$ cat src/hw/rtl/encoder_tuning_controller_defines.svh
// assertion macros for the encoder tuning controller
`ifndef ENCODER_TUNING_CONTROLLER_DEFINES_SVH
`define ENCODER_TUNING_CONTROLLER_DEFINES_SVH

`ifndef SYNTHESIS

`define ETC_ASSERT_ALWAYS(label, expr, msg) \
   label: assert property (@(posedge clock) disable iff (reset) (expr)) else $error(msg);

`define ETC_ASSERT_NEXT(label, ante, cons, msg) \
   label: assert property (@(posedge clock) disable iff (reset) (ante) |=> (cons)) \
      else $error(msg);

`else

`define ETC_ASSERT_ALWAYS(label, expr, msg)

`define ETC_ASSERT_NEXT(label, ante, cons, msg)

`endif

`endif

$ cat src/hw/rtl/etc_pkg.sv
package etc_pkg;

   localparam int NUM_BANDS = 8;

   localparam int FREQ_W  = 25;
   localparam int STEP_W  = 20;
   localparam int SEL_W   = 3;
   localparam int DEMOD_W = 2;
   localparam int GAIN_W  = 6;
   localparam int BAND_W  = 4;
   localparam int BAND_OUT_W = 3;

   localparam int REQ_DATA_W = 8;
   localparam int RSP_DATA_W = 40;
   localparam int CSR_ADDR_W = 3;
   localparam int CSR_DATA_W = 32;

   localparam logic [CSR_ADDR_W-1:0] ADDR_MAX_FREQ = 3'd0;
   localparam logic [CSR_ADDR_W-1:0] ADDR_MIN_FREQ = 3'd4;

   localparam logic [FREQ_W-1:0] MAX_FREQ_RESET = 25'd30000000;
   localparam logic [FREQ_W-1:0] MIN_FREQ_RESET = 25'd100;
   localparam logic [FREQ_W-1:0] FREQ_RESET     = 25'd14000000;

   localparam logic [SEL_W-1:0]   STEP_RESET  = 3'd1;
   localparam logic [SEL_W-1:0]   STEP_LAST   = 3'd5;
   localparam logic [DEMOD_W-1:0] DEMOD_LAST  = 2'd2;
   localparam logic signed [GAIN_W-1:0] GAIN_LOW  = -6'sd20;
   localparam logic signed [GAIN_W-1:0] GAIN_HIGH = 6'sd20;

   localparam int BAND_LAST_INT = (NUM_BANDS < 1) ? 0 :
                                  (NUM_BANDS > 16) ? 15 : NUM_BANDS - 1;
   localparam logic [BAND_W-1:0] BAND_LAST  = BAND_W'(BAND_LAST_INT);
   localparam logic [BAND_W-1:0] BAND_RESET = (BAND_LAST_INT < 3) ? BAND_LAST : 4'd3;

   typedef struct packed {
      logic band_button_n;
      logic gain_button_n;
      logic demod_button_n;
      logic step_button_n;
      logic channel_b_level;
      logic edge_falling;
   } req_fields_type;

   typedef struct packed {
      logic                     changed;
      logic [BAND_OUT_W-1:0]    band;
      logic signed [GAIN_W-1:0] audio_gain;
      logic [DEMOD_W-1:0]       demod_mode;
      logic [SEL_W-1:0]         step_index;
      logic [FREQ_W-1:0]        frequency;
   } rsp_fields_type;

   function automatic logic [STEP_W-1:0] step_size(input logic [SEL_W-1:0] idx);
      logic [STEP_W-1:0] size;
      unique case (idx)
         3'd0:    size = 20'd10;
         3'd1:    size = 20'd100;
         3'd2:    size = 20'd1000;
         3'd3:    size = 20'd10000;
         3'd4:    size = 20'd100000;
         default: size = 20'd1000000;
      endcase
      return size;
   endfunction

   function automatic logic [FREQ_W-1:0] band_start(input logic [BAND_W-1:0] idx);
      logic [FREQ_W-1:0] start;
      unique case (idx)
         4'd0:    start = 25'd3500000;
         4'd1:    start = 25'd7000000;
         4'd2:    start = 25'd10100000;
         4'd3:    start = 25'd14000000;
         4'd4:    start = 25'd18060000;
         4'd5:    start = 25'd21000000;
         4'd6:    start = 25'd24800000;
         default: start = 25'd28000000;
      endcase
      return start;
   endfunction

endpackage

$ cat src/hw/rtl/encoder_tuning_controller.sv
// Rotary encoder tuning controller. Each req transaction is one encoder edge; a
// falling edge from channel A steps the setting chosen by the first pressed
// (active low) button: step size, demodulation mode, audio gain or band, else
// the tuned frequency moves by the step size inside the limits held in the csr
// registers (max_frequency at 0x0, min_frequency at 0x4). Every req transaction
// gives exactly one rsp transaction carrying the state after the edge plus a
// changed flag. Unless rsp stalls, one transaction per cycle is taken; the
// registered result appears in the cycle after acceptance. The user must write
// limit registers only while no transaction is in flight (not enforced).
`include "encoder_tuning_controller_defines.svh"

module encoder_tuning_controller (
   input  logic                                clock,
   input  logic                                reset,
   // req_tdata: edge_falling, channel_b_level, step_button_n, demod_button_n,
   //            gain_button_n, band_button_n, two zero bits
   input  logic                                req_tvalid,
   output logic                                req_tready,
   input  logic [etc_pkg::REQ_DATA_W-1:0]      req_tdata,
   // req_tuser: from_channel_a
   input  logic                                req_tuser,
   // rsp_tdata: frequency, step_index, demod_mode, audio_gain, band, changed
   output logic                                rsp_tvalid,
   input  logic                                rsp_tready,
   output logic [etc_pkg::RSP_DATA_W-1:0]      rsp_tdata,
   input  logic                                csr_psel,
   input  logic                                csr_penable,
   input  logic                                csr_pwrite,
   input  logic [etc_pkg::CSR_ADDR_W-1:0]      csr_paddr,
   input  logic [etc_pkg::CSR_DATA_W-1:0]      csr_pwdata,
   output logic [etc_pkg::CSR_DATA_W-1:0]      csr_prdata,
   output logic                                csr_pready
);

   logic [etc_pkg::FREQ_W-1:0]         max_freq_ff, min_freq_ff;
   logic [etc_pkg::FREQ_W-1:0]         freq_ff, freq_in;
   logic [etc_pkg::SEL_W-1:0]          step_ff, step_in;
   logic [etc_pkg::DEMOD_W-1:0]        demod_ff, demod_in;
   logic signed [etc_pkg::GAIN_W-1:0]  gain_ff, gain_in;
   logic [etc_pkg::BAND_W-1:0]         band_ff, band_in;
   logic                               rsp_valid_ff;
   etc_pkg::rsp_fields_type            rsp_data_ff, rsp_data_in;

   etc_pkg::req_fields_type            req;
   logic                               req_accept, csr_write, step_event, up;
   logic [etc_pkg::SEL_W-1:0]          step_idx;
   logic [etc_pkg::STEP_W-1:0]         step_amount;
   logic [etc_pkg::FREQ_W:0]           freq_up_sum, freq_down_floor;

   assign req            = req_tdata[5:0];
   assign req_tready     = !rsp_valid_ff || rsp_tready;
   assign req_accept     = req_tvalid && req_tready;
   assign step_event     = req_tuser && req.edge_falling;
   assign up             = req.channel_b_level;
   assign step_idx       = (step_ff > etc_pkg::STEP_LAST) ? etc_pkg::STEP_LAST : step_ff;
   assign step_amount    = etc_pkg::step_size(step_idx);
   assign freq_up_sum    = {1'b0, freq_ff} + {6'b0, step_amount};
   assign freq_down_floor = {1'b0, min_freq_ff} + {6'b0, step_amount};

   always_comb begin
      freq_in  = freq_ff;
      step_in  = step_ff;
      demod_in = demod_ff;
      gain_in  = gain_ff;
      band_in  = band_ff;
      if (step_event) begin
         priority if (!req.step_button_n) begin
            if (up) begin
               if (step_ff < etc_pkg::STEP_LAST) step_in = step_ff + 3'd1;
            end else if (step_ff != '0) begin
               step_in = step_ff - 3'd1;
            end
         end else if (!req.demod_button_n) begin
            if (up) begin
               if (demod_ff < etc_pkg::DEMOD_LAST) demod_in = demod_ff + 2'd1;
            end else if (demod_ff != '0) begin
               demod_in = demod_ff - 2'd1;
            end
         end else if (!req.gain_button_n) begin
            if (up) begin
               if (gain_ff < etc_pkg::GAIN_HIGH) gain_in = gain_ff + 6'sd1;
            end else if (gain_ff > etc_pkg::GAIN_LOW) begin
               gain_in = gain_ff - 6'sd1;
            end
         end else if (!req.band_button_n) begin
            if (up) begin
               if (band_ff < etc_pkg::BAND_LAST) band_in = band_ff + 4'd1;
            end else if (band_ff != '0) begin
               band_in = band_ff - 4'd1;
            end
            freq_in = etc_pkg::band_start(band_in);
         end else begin
            if (up) begin
               if (freq_up_sum < {1'b0, max_freq_ff})
                  freq_in = freq_up_sum[etc_pkg::FREQ_W-1:0];
            end else if ({1'b0, freq_ff} > freq_down_floor) begin
               freq_in = freq_ff - {5'b0, step_amount};
            end
         end
      end
   end

   always_comb begin
      rsp_data_in.frequency  = freq_in;
      rsp_data_in.step_index = step_in;
      rsp_data_in.demod_mode = demod_in;
      rsp_data_in.audio_gain = gain_in;
      rsp_data_in.band       = band_in[etc_pkg::BAND_OUT_W-1:0];
      rsp_data_in.changed    = step_event;
   end

   always_ff @(posedge clock) begin
      if (reset) begin
         freq_ff      <= etc_pkg::FREQ_RESET;
         step_ff      <= etc_pkg::STEP_RESET;
         demod_ff     <= '0;
         gain_ff      <= '0;
         band_ff      <= etc_pkg::BAND_RESET;
         rsp_valid_ff <= 1'b0;
      end else begin
         if (req_accept) begin
            freq_ff  <= freq_in;
            step_ff  <= step_in;
            demod_ff <= demod_in;
            gain_ff  <= gain_in;
            band_ff  <= band_in;
         end
         if (req_tready) rsp_valid_ff <= req_tvalid;
      end
   end

   always_ff @(posedge clock) begin
      if (req_accept) rsp_data_ff <= rsp_data_in;
   end

   assign rsp_tvalid = rsp_valid_ff;
   assign rsp_tdata  = rsp_data_ff;

   // configuration registers
   assign csr_pready = 1'b1;
   assign csr_write  = csr_psel && csr_penable && csr_pwrite && csr_pready;

   always_ff @(posedge clock) begin
      if (reset) begin
         max_freq_ff <= etc_pkg::MAX_FREQ_RESET;
         min_freq_ff <= etc_pkg::MIN_FREQ_RESET;
      end else if (csr_write) begin
         unique case (csr_paddr)
            etc_pkg::ADDR_MAX_FREQ: max_freq_ff <= csr_pwdata[etc_pkg::FREQ_W-1:0];
            etc_pkg::ADDR_MIN_FREQ: min_freq_ff <= csr_pwdata[etc_pkg::FREQ_W-1:0];
            default: ;
         endcase
      end
   end

   always_comb begin
      unique case (csr_paddr)
         etc_pkg::ADDR_MAX_FREQ: csr_prdata = {7'b0, max_freq_ff};
         etc_pkg::ADDR_MIN_FREQ: csr_prdata = {7'b0, min_freq_ff};
         default:                csr_prdata = '0;
      endcase
   end

   `ETC_ASSERT_ALWAYS(a_step_range, step_ff <= etc_pkg::STEP_LAST, "step index out of range")
   `ETC_ASSERT_ALWAYS(a_gain_range, (gain_ff >= etc_pkg::GAIN_LOW) && (gain_ff <= etc_pkg::GAIN_HIGH), "gain out of range")
   `ETC_ASSERT_ALWAYS(a_band_range, band_ff <= etc_pkg::BAND_LAST, "band out of range")
   `ETC_ASSERT_NEXT(a_idle_edge_keeps_state, req_accept && !step_event, $stable(freq_ff) && $stable(step_ff) && $stable(band_ff) && !rsp_data_ff.changed, "non-step edge changed state")
   `ETC_ASSERT_NEXT(a_accept_gives_result, req_accept, rsp_valid_ff, "accepted transaction has no result")

endmodule
$ cat config.mk
export PLATFORM = sky130hd
export DESIGN_NAME = encoder_tuning_controller
export DESIGN_NICKNAME = d
export VERILOG_FILES = /design/src/hw/rtl/etc_pkg.sv /design/src/hw/rtl/encoder_tuning_controller.sv
export VERILOG_INCLUDE_DIRS = /design/src /design/src/hw/rtl
export SDC_FILE = /design/constraint.sdc
export NUM_CORES = 1
export LEC_CHECK = 0
export BUFFER_PORTS_ARGS = -buffer_cell sky130_fd_sc_hd__buf_4
export CORE_MARGIN = 2
export CORE_UTILIZATION = 60
export DETAILED_ROUTE_END_ITERATION = 12
export PLACE_DENSITY = 0.91
export REMOVE_ABC_BUFFERS = 1
export SLEW_MARGIN = 10
export SYNTH_ARGS = -nofsm -noshare
export SYNTH_HDL_FRONTEND = slang
export SYNTH_SLANG_ARGS = --single-unit
$ cat constraint.sdc
create_clock -name clock -period 7.25 [get_ports clock]
set_input_delay 0.3625 -clock clock [delete_from_list [all_inputs] [get_ports clock]]
set_output_delay 0.3625 -clock clock [all_outputs]
set_load 0.1 [all_outputs]
==> impl_results.md <==
- Status: finished clean
- Worst Setup End Kind: register
- Syn Inst Count: 1382
- RePlAce Congestion: 0.966
- Most frequent cells in the layout: nand2_1, a21oi_1, buf_4
- Seq/Total Area, Yosys: 0.276
- CTS max path bufs: 2
- Period utilization: 0.919
- Number of global-route vias before repair: 10600
- Via-per-instance ratio: between 6 and 7
- Final setup vio count: 0
- Antenna violations before repair: 0
- N_diodes: 0
- DR DRC count: 0
- Filler Cells Inserted: 1448
- Die Area: 19400 um2
- FFs w/ async S/R, synth: 0
- Commonest non-fill, non-tap cell in the layout: nand2_1
- Main synth FF type: dfxtp_1
- Pwr/cell area: roughly 170 nW/um2
- Crit path arrival time: 6.83 ns
- Post-place setup slack: ~0.53 ns
- # H-tree levels: 4
- Avg Inst Size Synth: 7.93 um2
- Fin crit period: 6.66 ns
- RSZ-0062 raised after global routing: no
- CP Max Fanout: 11
- VDD IR max: 0.163 mV
- Die Y: 139 um
- Clock buffer count from CTS: 17
- CTS tree: done
- Clock-pin slew on the worst setup and hold paths: 0.06 ns
- Flops & latches, synth: 131
- Share of cells above drive strength 1: 0.145
- Final Max Tran Viols: 0
- Synth unique cells: 99
- CP most frequent cell: inv_1
- Setup ws final: 0.587 ns
- Core region area: 18000 um2
- First DRT Iteration DRCs: 1094
- Max incr delay on CP: 0.55 ns
- Overall power: 2.12 mW
- Critical Path RT: 7.41 ns
- Post-route core utilization: 0.696
- LEAKAGE: between 5 and 6 nW
- I/O Pins: 126
- Dpl hpwl: 24.3 mm
- Slowest CP cell: a221oi_1
- Adder-cell share of the synthesized area: 0.133
- CP Launch Type: register
- Setup TNS: 0 ns
- Area growth, synth to finish: 14.1%
- Fmax: 0.150 GHz
- CTS Hold Bufs: 0
- First-pass GRT wire length: 52.7 mm
- Root Buffer: clkbuf_16
- Worst skew pair latency: ~0.43 ns
- Number of synthesized flops with an enable pin: 40
- Mapped Area: 11000 um2
- Total Wirelength: 32.9 mm
- Synthesis Warnings: 0
- Initial Util: 0.610
- Mux cell area share after synthesis: 0.00503
- Wire per inst: 19.4 um
- Post-synthesis simple-gate area fraction: 0.204
- CTS Sinks: 131
- Tot GR Track Use: 0.335
- DRT antenna net count: 0
- Max-Slew Margin vs Limit: 0.273
- Final net count: ~1600
- Crit Path Class: reg2reg
- Clock skew: approximately 0.012 ns
- Row Count: 49
- Post-synthesis xor/xnor area fraction: 0.0488
- Die width: 139 um
- Largest net degree at the start of global routing: 58
- Slew @ Worst Pin: 1.09 ns
- Routed vias: 11000
- Synth Area in Compound Gates: 0.273
- Largest family of logic cells by synthesized area: compound AO/OA/AOI/OAI gates
- Total gr overflow: 0
- DRT Pass-1 Iters: 8
- Final hold violations: 0
- Port Buf Inserts: 108
- Hold Crit Class: in2reg
- Max-Cap Viols: 0
==> synth_stat cells (11+ instances only) <==
master / n / area share
o21ai_0: 73 / 0.033
inv_1: 84 / 0.029
a31oi_1: 14 / 0.0080
nand2b_1: 23 / 0.013
nand3_1: 26 / 0.012
nand2_1: 183 / 0.063
a21o_1: 14 / 0.0096
clkbuf_1: 58 / 0.020
nor2_1: 101 / 0.035
nand4_1: 16 / 0.0091
xor2_1: 19 / 0.015
edfxtp_1: 40 / 0.11
or3_1: 15 / 0.0086
o21a_1: 11 / 0.0075
xnor2_1: 42 / 0.034
nor2b_1: 17 / 0.0097
ha_1: 112 / 0.13
o31ai_1: 11 / 0.0075
and2_1: 11 / 0.0063
a211oi_1: 17 / 0.012
o211ai_1: 21 / 0.014
dfxtp_1: 91 / 0.17
nor3_1: 29 / 0.013
a22o_1: 28 / 0.022
a21oi_1: 128 / 0.058
==> critical path, delay by kind of cell, from the launching register on <==
family | cells | cell delay, ns
adder cells (fa/ha/maj) | 3 | 0.91
flip-flops | 1 | 0.42
AND/OR/NAND/NOR | 6 | 1.32
buffers and inverters | 5 | 0.70
AO/OA/AOI/OAI | 15 | 3.06
==> timing repair <==
item,CTS,global route
resized for setup,0,5
setup endpoints to repair,0,23
setup buffers,0,0
==> worst paths after layout <==
| kind | startpoint | endpoint | slack (ns) | cells after the start |
|---|---|---|---|---|
| setup reg to reg | step_ff[1]$_SDFFE_PP0P_ | rsp_tdata[9]$_DFFE_PP_ | 0.59 | 29 |
| setup / recovery | step_ff[1]$_SDFFE_PP0P_ | rsp_tdata[9]$_DFFE_PP_ | 0.59 | 29 |
| hold reg to reg | max_freq_ff[11]$_SDFFE_PP0P_ | max_freq_ff[11]$_SDFFE_PP0P_ | 0.47 | 2 |
| hold / removal | csr_pwdata[6] | min_freq_ff[6]$_SDFFE_PP1P_ | 0.15 | 3 |
==> power by group <==
| part | leakage (nW) | internal (mW) | switching, mW |
|---|---|---|---|
| Clock | 0.285 | 0.551 | 0.364 |
| Sequential | 1.10 | 0.771 | 0.0113 |
| Combinational | 3.74 | 0.125 | 0.298 |
| Total | 5.12 | 1.45 | 0.673 |
==> metrics by stage <==
step                      instances  instance area (um2)  hold WS, ns
final                          1698                12500        0.150
after floorplan                1311                10600        0.432
after global routing           1698                12500        0.165
after detailed placement       1666                11900        0.467
after CTS                      1698                12500        0.150
after global placement         1666                11900        0.457
==> area by class of cell <==
cell class	instances	area, um2	share of cell area
clock buffers	20	447	0.0357
repair buffers	126	946	0.0757
multi-input cells	1095	7330	0.586
inverters	85	319	0.0255
flip-flops and latches	131	3020	0.242
clock inverters	12	153	0.0122
well taps	229	287	0.0229
==> layer usage <==
metal / global-route usage / part of all wire / vias up
li1: - / - / 5140
met1: 0.439 / 0.41 / 5070
met2: 0.546 / 0.46 / 629
met3: 0.0532 / 0.092 / 127
met4: 0.153 / 0.040 / 0
met5: 0 / 0 / -
==> logic make-up (layout without fill, tap and decap cells) <==
family / count (synthesis) / in the layout
buffers and inverters: 162 / 243
AO/OA/AOI/OAI: 434 / 434
adder cells (fa/ha/maj): 115 / 115
AND/OR/NAND/NOR: 472 / 472
other: 2 / 8
flip-flops: 131 / 131
XOR/XNOR: 61 / 61
multiplexers: 5 / 5
==> sequential cells by signal, summed over array words and instances (netlist names) <==
register	count
rsp_tdata	40
freq_ff	25
max_freq_ff	25
min_freq_ff	25
gain_ff	6
band_ff	4
step_ff	3
demod_ff	2
rsp_tvalid	1
Note: power is estimated with default switching activity, not from simulation.
